[src/sv/spq_pkg.sv]
// Package for the sorted priority queue: shared types, codes and defaults.
// Used by spq_ctrl, spq_datapath and sorted_priority_queue_unit; no dependencies.
package spq_pkg;

    localparam int DEPTH_DEFAULT = 16;
    localparam int VALUE_W       = 32;
    localparam int PRIO_W        = 8;
    localparam int OCC_W         = 5;

    typedef enum logic [1:0] {
        STATUS_OK    = 2'd0,
        STATUS_EMPTY = 2'd1,
        STATUS_FULL  = 2'd2
    } status_t;

    typedef enum logic [2:0] {
        ST_IDLE,
        ST_ENQ_STEP,
        ST_ENQ_CMP,
        ST_DEQ_STEP,
        ST_DEQ_OUT
    } state_t;

    typedef struct packed {
        logic [PRIO_W-1:0]         prio;
        logic signed [VALUE_W-1:0] value;
    } entry_t;

    typedef struct packed {
        logic load_in;
        logic enq_rd;
        logic enq_shift;
        logic enq_place;
        logic enq_full;
        logic deq_rd;
        logic deq_pop;
        logic deq_empty;
    } cmd_t;

    typedef struct packed {
        logic full;
        logic empty;
        logic k_zero;
        logic lower;
    } stat_t;

endpackage

[src/sv/spq_ctrl.sv]
// Controller state machine of the sorted priority queue.
// Depends on spq_pkg; drives spq_datapath through cmd_t, reads stat_t.
module spq_ctrl
    import spq_pkg::*;
(
    input  logic  clk,
    input  logic  rst_n,
    input  logic  start,
    input  logic  action,
    input  stat_t stat,
    output cmd_t  cmd,
    output logic  busy
);

    state_t state_reg;
    state_t state_next;

    always_ff @(posedge clk or negedge rst_n)
    begin
        if (!rst_n)
        begin
            state_reg <= ST_IDLE;
        end
        else
        begin
            state_reg <= state_next;
        end
    end

    always_comb
    begin
        state_next = state_reg;
        cmd        = '0;
        busy       = (state_reg != ST_IDLE);
        unique case (state_reg)
            ST_IDLE:
            begin
                if (start)
                begin
                    cmd.load_in = 1'b1;
                    state_next  = action ? ST_DEQ_STEP : ST_ENQ_STEP;
                end
            end
            ST_ENQ_STEP:
            begin
                priority if (stat.full)
                begin
                    cmd.enq_full = 1'b1;
                    state_next   = ST_IDLE;
                end
                else if (stat.k_zero)
                begin
                    cmd.enq_place = 1'b1;
                    state_next    = ST_IDLE;
                end
                else
                begin
                    cmd.enq_rd = 1'b1;
                    state_next = ST_ENQ_CMP;
                end
            end
            ST_ENQ_CMP:
            begin
                if (stat.lower)
                begin
                    cmd.enq_shift = 1'b1;
                    state_next    = ST_ENQ_STEP;
                end
                else
                begin
                    cmd.enq_place = 1'b1;
                    state_next    = ST_IDLE;
                end
            end
            ST_DEQ_STEP:
            begin
                if (stat.empty)
                begin
                    cmd.deq_empty = 1'b1;
                    state_next    = ST_IDLE;
                end
                else
                begin
                    cmd.deq_rd = 1'b1;
                    state_next = ST_DEQ_OUT;
                end
            end
            ST_DEQ_OUT:
            begin
                cmd.deq_pop = 1'b1;
                state_next  = ST_IDLE;
            end
            default:
            begin
                state_next = ST_IDLE;
            end
        endcase
    end

endmodule

[src/sv/spq_datapath.sv]
// Datapath of the sorted priority queue: circular entry memory, pointers, result registers.
// Depends on spq_pkg; commanded by spq_ctrl through cmd_t, reports stat_t.
module spq_datapath
    import spq_pkg::*;
#(
    parameter int DEPTH = DEPTH_DEFAULT
)
(
    input  logic                      clk,
    input  logic                      rst_n,
    input  cmd_t                      cmd,
    output stat_t                     stat,
    input  logic signed [VALUE_W-1:0] value,
    input  logic [PRIO_W-1:0]         prio,
    output logic                      done,
    output logic [1:0]                status,
    output logic signed [VALUE_W-1:0] out_value,
    output logic [PRIO_W-1:0]         out_prio,
    output logic [OCC_W-1:0]          occupancy
);

    localparam int AW = $clog2(DEPTH);
    localparam int CW = $clog2(DEPTH + 1);
    localparam logic [AW-1:0] LAST = AW'(DEPTH - 1);

    entry_t mem [DEPTH];

    entry_t                    rdata_reg;
    entry_t                    new_reg;
    logic [AW-1:0]             head_reg;
    logic [AW-1:0]             head_next;
    logic [AW-1:0]             tail_reg;
    logic [AW-1:0]             tail_next;
    logic [AW-1:0]             hole_reg;
    logic [AW-1:0]             hole_prev;
    logic [CW-1:0]             count_reg;
    logic [CW-1:0]             count_next;
    logic [CW-1:0]             k_reg;
    logic                      done_reg;
    status_t                   status_reg;
    logic signed [VALUE_W-1:0] out_value_reg;
    logic [PRIO_W-1:0]         out_prio_reg;
    logic [OCC_W-1:0]          occupancy_reg;
    logic [AW-1:0]             rd_addr;
    logic                      rd_en;

    assign head_next = (head_reg == LAST) ? '0 : head_reg + 1'b1;
    assign tail_next = (tail_reg == LAST) ? '0 : tail_reg + 1'b1;
    assign hole_prev = (hole_reg == '0) ? LAST : hole_reg - 1'b1;

    always_comb
    begin
        count_next = count_reg;
        if (cmd.enq_place)
        begin
            count_next = count_reg + 1'b1;
        end
        else if (cmd.deq_pop)
        begin
            count_next = count_reg - 1'b1;
        end
    end

    assign rd_en   = cmd.enq_rd | cmd.deq_rd;
    assign rd_addr = cmd.deq_rd ? head_reg : hole_prev;

    assign stat.full   = (count_reg == CW'(DEPTH));
    assign stat.empty  = (count_reg == '0);
    assign stat.k_zero = (k_reg == '0);
    assign stat.lower  = (rdata_reg.prio < new_reg.prio);

    // entry memory: one write port, one registered read port
    always_ff @(posedge clk)
    begin
        if (cmd.enq_shift)
        begin
            mem[hole_reg] <= rdata_reg;
        end
        else if (cmd.enq_place)
        begin
            mem[hole_reg] <= new_reg;
        end
        if (rd_en)
        begin
            rdata_reg <= mem[rd_addr];
        end
    end

    always_ff @(posedge clk)
    begin
        if (cmd.load_in)
        begin
            new_reg.value <= value;
            new_reg.prio  <= prio;
        end
        if (cmd.enq_place | cmd.enq_full | cmd.deq_empty | cmd.deq_pop)
        begin
            out_value_reg <= cmd.deq_pop ? rdata_reg.value : '0;
            out_prio_reg  <= cmd.deq_pop ? rdata_reg.prio : '0;
            occupancy_reg <= OCC_W'(count_next);
        end
    end

    always_ff @(posedge clk or negedge rst_n)
    begin
        if (!rst_n)
        begin
            head_reg   <= '0;
            tail_reg   <= '0;
            hole_reg   <= '0;
            count_reg  <= '0;
            k_reg      <= '0;
            done_reg   <= 1'b0;
            status_reg <= STATUS_OK;
        end
        else
        begin
            count_reg <= count_next;
            done_reg  <= cmd.enq_place | cmd.enq_full | cmd.deq_empty | cmd.deq_pop;
            if (cmd.load_in)
            begin
                hole_reg <= tail_reg;
                k_reg    <= count_reg;
            end
            else if (cmd.enq_shift)
            begin
                hole_reg <= hole_prev;
                k_reg    <= k_reg - 1'b1;
            end
            if (cmd.enq_place)
            begin
                tail_reg <= tail_next;
            end
            if (cmd.deq_pop)
            begin
                head_reg <= head_next;
            end
            priority if (cmd.enq_full)
            begin
                status_reg <= STATUS_FULL;
            end
            else if (cmd.deq_empty)
            begin
                status_reg <= STATUS_EMPTY;
            end
            else if (cmd.enq_place | cmd.deq_pop)
            begin
                status_reg <= STATUS_OK;
            end
        end
    end

    assign done      = done_reg;
    assign status    = status_reg;
    assign out_value = out_value_reg;
    assign out_prio  = out_prio_reg;
    assign occupancy = occupancy_reg;

endmodule

[src/sv/sorted_priority_queue_unit.sv]
// Sorted priority queue, DEPTH entries, top level.
// Depends on spq_pkg, spq_ctrl and spq_datapath.
//
// Command channel: an item (action, value, prio) is taken at a rising edge where
// start is high and busy is low. action 0 enqueues value at priority prio; action 1
// dequeues the highest priority entry, earliest arrival first among equal priorities.
// Result channel: done is high for exactly one cycle with status, out_value, out_prio
// and occupancy; the receiver must take it then, there is no stall.
// Entries live in a circular single-port-read memory. A dequeue reads the head, then
// pops it and registers the result. An enqueue walks back from the tail, one read
// and one move per held entry of lower priority, until it passes all held entries or
// stops at an entry of greater or equal priority. A full enqueue or an empty dequeue
// finishes without a memory access. busy drops in the cycle done rises, so the next
// start may coincide with the result strobe.
// Reset empties the queue at once; the memory holds no reset value and needs no sweep.
module sorted_priority_queue_unit
    import spq_pkg::*;
#(
    parameter int DEPTH = DEPTH_DEFAULT
)
(
    input  logic                      clk,
    input  logic                      rst_n,
    input  logic                      start,
    output logic                      busy,
    input  logic                      action,
    input  logic signed [VALUE_W-1:0] value,
    input  logic [PRIO_W-1:0]         prio,
    output logic                      done,
    output logic [1:0]                status,
    output logic signed [VALUE_W-1:0] out_value,
    output logic [PRIO_W-1:0]         out_prio,
    output logic [OCC_W-1:0]          occupancy
);

    cmd_t  cmd;
    stat_t stat;

    spq_ctrl u_ctrl (
        .clk    (clk),
        .rst_n  (rst_n),
        .start  (start),
        .action (action),
        .stat   (stat),
        .cmd    (cmd),
        .busy   (busy)
    );

    spq_datapath #(
        .DEPTH (DEPTH)
    ) u_datapath (
        .clk       (clk),
        .rst_n     (rst_n),
        .cmd       (cmd),
        .stat      (stat),
        .value     (value),
        .prio      (prio),
        .done      (done),
        .status    (status),
        .out_value (out_value),
        .out_prio  (out_prio),
        .occupancy (occupancy)
    );

endmodule
[config.mk]
export PLATFORM = sky130hd
export DESIGN_NAME = sorted_priority_queue_unit
export DESIGN_NICKNAME = d
export VERILOG_FILES = /design/src/sv/spq_pkg.sv /design/src/sv/spq_ctrl.sv /design/src/sv/spq_datapath.sv /design/src/sv/sorted_priority_queue_unit.sv
export SDC_FILE = /design/constraint.sdc
export NUM_CORES = 1
export LEC_CHECK = 0
export ABC_AREA = 0
export BUFFER_PORTS_ARGS = -buffer_cell sky130_fd_sc_hd__buf_2
export CELL_PAD_IN_SITES_DETAIL_PLACEMENT = 2
export CELL_PAD_IN_SITES_GLOBAL_PLACEMENT = 2
export CORE_MARGIN = 1
export CORE_UTILIZATION = 40
export CTS_CLUSTER_DIAMETER = 30
export DETAILED_ROUTE_END_ITERATION = 8
export PLACE_DENSITY = 0.73
export SYNTH_ARGS = -nofsm -noshare
export SYNTH_HDL_FRONTEND = slang
export SYNTH_SLANG_ARGS = --single-unit
[constraint.sdc]
create_clock -name clk -period 3.7 [get_ports clk]
set_input_delay 0.37 -clock clk [delete_from_list [all_inputs] [get_ports clk]]
set_output_delay 0.37 -clock clk [all_outputs]
set_load 0.03 [all_outputs]
Word level (Yosys, flattened, before mapping)
Memories as Yosys holds them, arrays and structs flattened. A register that Yosys moved wholly into a read port is not among the register bits.
Cells that the tools add are included.
- bits in registers: 113
- RAM bits: 640
- input bits: 44
- output and inout port bits: 49
- word-level logic and storage cells: 86
- memories kept: 1
- memory list (memory ; words ; bits a word ; read ports ; clocked after memory_dff ; write ports ; line ; text):
    u_datapath.mem ; 16 ; 40 ; 1 ; 1 ; 1 ; spq_datapath.sv:26 ; entry_t mem [DEPTH];
- add/subtract/negate cells: 6
- order comparisons: 1
- eq/ne operators: 8
- mux-type cells: 44
- bitwise operators: 6
- reductions and logical operators: 7
- operators with widths (cell ; number):
    two-way mux 40 bit ; 1
    two-way mux 4 bit ; 6
    two-way mux 1 bit ; 23
    two-way mux 5 bit ; 4
    two-way mux 2 bit ; 6
    one-hot mux 3 bit (4 select lines) ; 1
    zero test 5 bit ; 2
    subtractor 5 x 1 -> 5 bit (second input constant) ; 2
    adder 4 x 1 -> 4 bit (second input constant) ; 2
    equality test 4 bit (second input constant) ; 2
    less-than comparator 8 bit ; 1
    equality test 3 x 2 -> 1 bit (second input constant) ; 2
    two-way mux 3 bit ; 2
    OR 1 bit ; 6
    nonzero test 3 bit ; 2
    adder 5 x 1 -> 5 bit (second input constant) ; 1
    equality test 5 bit (second input constant) ; 1
    zero test 4 bit ; 1
    subtractor 4 x 1 -> 4 bit (second input constant) ; 1
    equality test 3 x 1 -> 1 bit (second input constant) ; 1
    equality test 3 bit (second input constant) ; 1
    zero test 3 bit ; 1
    != test 2 bit (second input constant) ; 1
    one-hot mux 1 bit (2 select lines) ; 1
    nonzero test 2 bit ; 1

Logic depth before layout (Yosys ltp)
- depth after elaboration: 8
- depth in mapped cells: 14
- mapped depth without buffers: 9

Cells and area by module
From an unflattened synthesis, not the netlist that was laid out.
- cells, all modules: 1408
- area total of the unflattened synthesis: 30436.7 um^2
- by module, submodules not included (module ; times used ; cells each ; area each (um^2) ; sequential area each (um^2)):
    spq_datapath ; 1 ; 1385 ; 30181.4 ; 23597.6
    spq_ctrl ; 1 ; 23 ; 255.2 ; 75.1

Worst setup path before layout
OpenSTA, ideal clock, no wires.
- path kind: reg2reg
- from: register u_datapath.rdata_reg[33] (netlist name)
- to: register u_datapath.occupancy_reg[0] (netlist: u_datapath.occupancy[0]) (enable)
- library setup time: 684 ps
- data arrival time: 3041 ps
- required time: 3016 ps
- setup slack: -25 ps
- cell stages (with the launch flop): 8
- path buffers: 1
- period minus slack after synthesis: 3725 ps
- path through: edfxtp_1 -> ha_1 -> a2111o_1 -> a31oi_1 -> o22a_1 -> clkbuf_1 -> nor2b_1 -> nand3_1
- word-level cells in the longest chain between the ends: 6
- RTL lines (what ; line ; text):
    less-than comparator 8 bit ; spq_datapath.sv:70 ; assign stat.lower = (rdata_reg.prio < new_reg.prio);
    two-way mux 1 bit ; spq_ctrl.sv:64 ; if (stat.lower)
    one-hot mux 1 bit (2 select lines) ; spq_ctrl.sv:35 ; unique case (state_reg)
    OR 1 bit (3 in series) ; spq_datapath.sv:96 ; if (cmd.enq_place | cmd.enq_full | cmd.deq_empty | cmd.deq_pop)
    end signal, assigned ; spq_datapath.sv:100 ; occupancy_reg <= OCC_W'(count_next);
    end, declared ; spq_datapath.sv:43 ; logic [OCC_W-1:0] occupancy_reg;
Every way passes these cells.
A chain may end at the register's enable or synchronous reset.

Final worst setup path
- from: register u_datapath.count_reg[1]
- to: register u_datapath.rdata_reg[28] (netlist name)
- word-level cells in the longest chain between the ends: 4
- elaborated cells on any way between the ends: 8
- classes of those cells: 1 x eq/ne; 5 x mux; 1 x bitwise; 1 x reduce/logical
- RTL lines (what ; line ; text):
    start, declared ; spq_datapath.sv:36 ; logic [CW-1:0] count_reg;
    start signal, assigned ; spq_datapath.sv:118 ; count_reg <= count_next;
    equality test 5 bit or zero test 5 bit (tied branches) ; spq_datapath.sv:67, spq_datapath.sv:68 ;
    two-way mux 1 bit, on equally long branches ; spq_ctrl.sv:46, spq_ctrl.sv:77 ;
    two-way mux 1 bit ; spq_ctrl.sv:35 ;
    OR 1 bit or two-way mux 4 bit (tied branches) ; spq_datapath.sv:64, spq_datapath.sv:65 ;
Several ways; a longest one is shown, not always the timed one.

==> out/metrics.cfg <==
[placed_design]
portBuffers = 92
gp_congestion = 0.764
dp_slack_ns = 0.215
place_hpwl_um = 63300
dp.cells = 3387
place_area_mm2 = 0.0356

[route]
drt_iter0_drc = 2334
drtPass1Iterations = 6
ant_nets = 0
wl_per_cell_um = 35.3
vias_per_cell = 6.50
totalWireLength_um = 132000
num_vias = 24300
drc = 0

[worst_setup_path]
crit_fanout = 46
cp_top_family = simple AND/OR/NAND/NOR gates
ff2ff_setup_slack_ns = 0.12
worstPathArrival_ns = 4.09
critPathBufInv = 4
cp-start-kind = register
slowest_stage = or4b_4
critPathCaptureType = register
crit_type = register to register
crit_cells = 11
crit_top_cell = o311ai_0
path_cells = inv_1 > ha_1 > or4b_4 > nand2_8 > inv_4 > buf_4 > buf_6 > o311ai_0 > o311ai_0 > o211ai_1 > nand4_1
max_stage_delay_ns = 0.54
r2r_cells = 11
required_ns = 4.20

[global_route]
grt.overflow.total = 0
track_usage_pct = 31.1
grt_pass1_vias = 26800
met3_usage_pct = 5.91
grt_use_met2_pct = 52.2
grt_max_degree = 166
met1_usage_pct = 38.5
grt_pass1_wl_um = 190000
busiest_layer = met2
antenna_found_initial = 4

[timing]
tns_ns = 0
rsz0062_at_grt = no
slew-limit-headroom_pct = 33.6
slew_viol_final = 0
finalClockSkew_ns = 0.0438
tightest_slew_ns = 0.996
fmax_mhz = 279
finalSetupViolCount = 0
hold_viol = 0
timing.final.crit_share_pct = 96.8
layout_setup_ws_ns = 0.117
fin_crit_ns = 3.58

[die]
start_util_pct = 40.5
die_area_mm2 = 0.0845
num_io_pins = 93
core_area_mm2 = 0.0822
die_x_um = 291
die_h_um = 291
rows = 105

[yosys]
ys_seq_area_share_pct = 71.0
synth_warnings = 0
synth.distinct_cells = 69
synth_area_mm2 = 0.0333
synth_area_leader_cell = edfxtp_1
synth_common_cells = edfxtp_1 (765), nand2_1 (164), clkbuf_1 (132)
avgSynthCellArea_um2 = 14.3
syn_inst = 2325
synthArstFlopShare_pct = 3.53
yosys-top-cells-area = edfxtp_1 (69%), mux2_2 (2.5%), dfrtp_1 (2.1%), a21oi_1 (1.9%), nand2_1 (1.8%)
synth_most_common_cell = edfxtp_1
ys_ff_latch = 793
synth_top_area_share_pct = 68.9
synth_edf_count = 765
synth_fp_nets = 2388
ys.flop_type = edfxtp_1

[finish]
area_growth_pct = 25.0
design_area_mm2 = 0.0417
layout-drive-gt1-share_pct = 20.3
fin_cells = 3745
largest_reg_flops = 640
nFillCells = 7516
utilization_pct = 50.7
fin_nets = 2597

[clock_tree]
clockRootBuffer = clkbuf_16
cts_sinks = 793
post_cts_buffers = 0
clk_path_buf_depth = 3
cts_tree = yes
clk_pin_slew_worst_paths_ns = 0.06
htreeDepth = 4
clkLatencyLatePin_ns = 0.79
numCtsBuffers = 172

[flow_run]
maxCapViolations = 0

[power]
power.density_mw_per_mm2 = 1130
ir_worst_vdd_mv = 0.993
p_leak_nw = 14.3

[hold_path]
hold_path_class = input pin to asynchronous set/reset pin

[status]
status = finished, final reports clean

==> area by class of cell <==
cell class / instances / area, um^2 / share of cell area [%]
Antenna cell: 1 / 2.50 / 0.00600
Sequential cell: 793 / 23700 / 56.8
Inverter: 108 / 408 / 0.979
Multi-Input combinational cell: 1236 / 8650 / 20.7
Clock buffer: 213 / 4520 / 10.8
Timing Repair Buffer: 223 / 1930 / 4.63
Tap cell: 1070 / 1340 / 3.21
Clock inverter: 101 / 1150 / 2.76
==> power breakdown <==
group	total [mW]	internal, mW	switching [mW]
registers	14.0	13.2	0.768
clock network	15.3	9.92	5.38
logic	17.9	4.80	13.1
==> worst reg2reg max path, stage by stage, from the launching register on <==
cell and delay [ns]:
dfrtp_1 0.48, inv_1 0.12, ha_1 0.20, or4b_4 0.54, nand2_8 0.21, inv_4 0.24, buf_4 0.27, buf_6 0.26
o311ai_0 0.27, o311ai_0 0.38, o211ai_1 0.22, nand4_1 0.13
==> layer usage <==
layer | up-vias | part of all wire, %
met5 | - | 0.023
li1 | 9620 | -
met3 | 412 | 7.9
met4 | 4 | 4.5
met1 | 12800 | 38
met2 | 1521 | 49
==> cell families (layout without fill, tap and decap cells) <==
kind of cell	after synthesis	count (layout)	share of synthesized area (%)
xor+xnor	10	10	0.263
fa+ha+maj	19	19	0.713
flops	793	793	71.0
simple gates	469	469	7.08
compound gates	625	625	13.6
other cells	0	1	0
buf+inv	296	645	3.64
mux	113	113	3.67
==> through the flow <==
stage	power, mW	hold slack, ns
4_1_cts	47.0	0.199
3_5_place_dp	30.9	0.466
6_report	47.2	0.207
5_1_grt	48.3	0.267
3_3_place_gp	29.7	0.436
2_1_floorplan	23.5	0.0744
==> what timing repair did <==
| item | in CTS | in global routing |
|---|---|---|
| resized for setup | 0 | 2 |
| hold buffers | 43 | 0 |
| hold endpoints to repair | 69 | 0 |
| setup endpoints to repair | 0 | 15 |
==> worst paths after layout <==
kind	start	to
setup / recovery	u_datapath.count_reg[1]	u_datapath.rdata_reg[28]
hold / removal	rst_n	u_datapath.hole_reg[0]
setup reg to reg	u_datapath.count_reg[1]	u_datapath.rdata_reg[28]
hold reg to reg	u_datapath.tail_reg[3]	u_datapath.tail_reg[3]
max in group asynchronous	rst_n	u_datapath.head_reg[0]
min in group clk	value[26]	u_datapath.new_reg[26]
==> cells in the final DEF, fill, tap and decap left out, types with 34 or more instances in the layout <==
master and instances:
clkbuf_16 174, a211oi_1 42, mux2i_1 40, inv_1 106
a311o_1 43, a21oi_1 125, a221o_1 40, nor2b_1 36
nand2_1 163, and2_1 44, buf_2 92, a221oi_1 40
nand4_1 40, nor2_1 46, buf_4 57, clkinv_1 34
clkbuf_1 37, o2bb2ai_1 35, o21ai_0 109, nor3_1 41
dlygate4sd3_1 43, o311ai_0 66, nand3_1 43, mux2_2 73
o211ai_1 76, edfxtp_1 765
(Power assumes the default switching activity.)
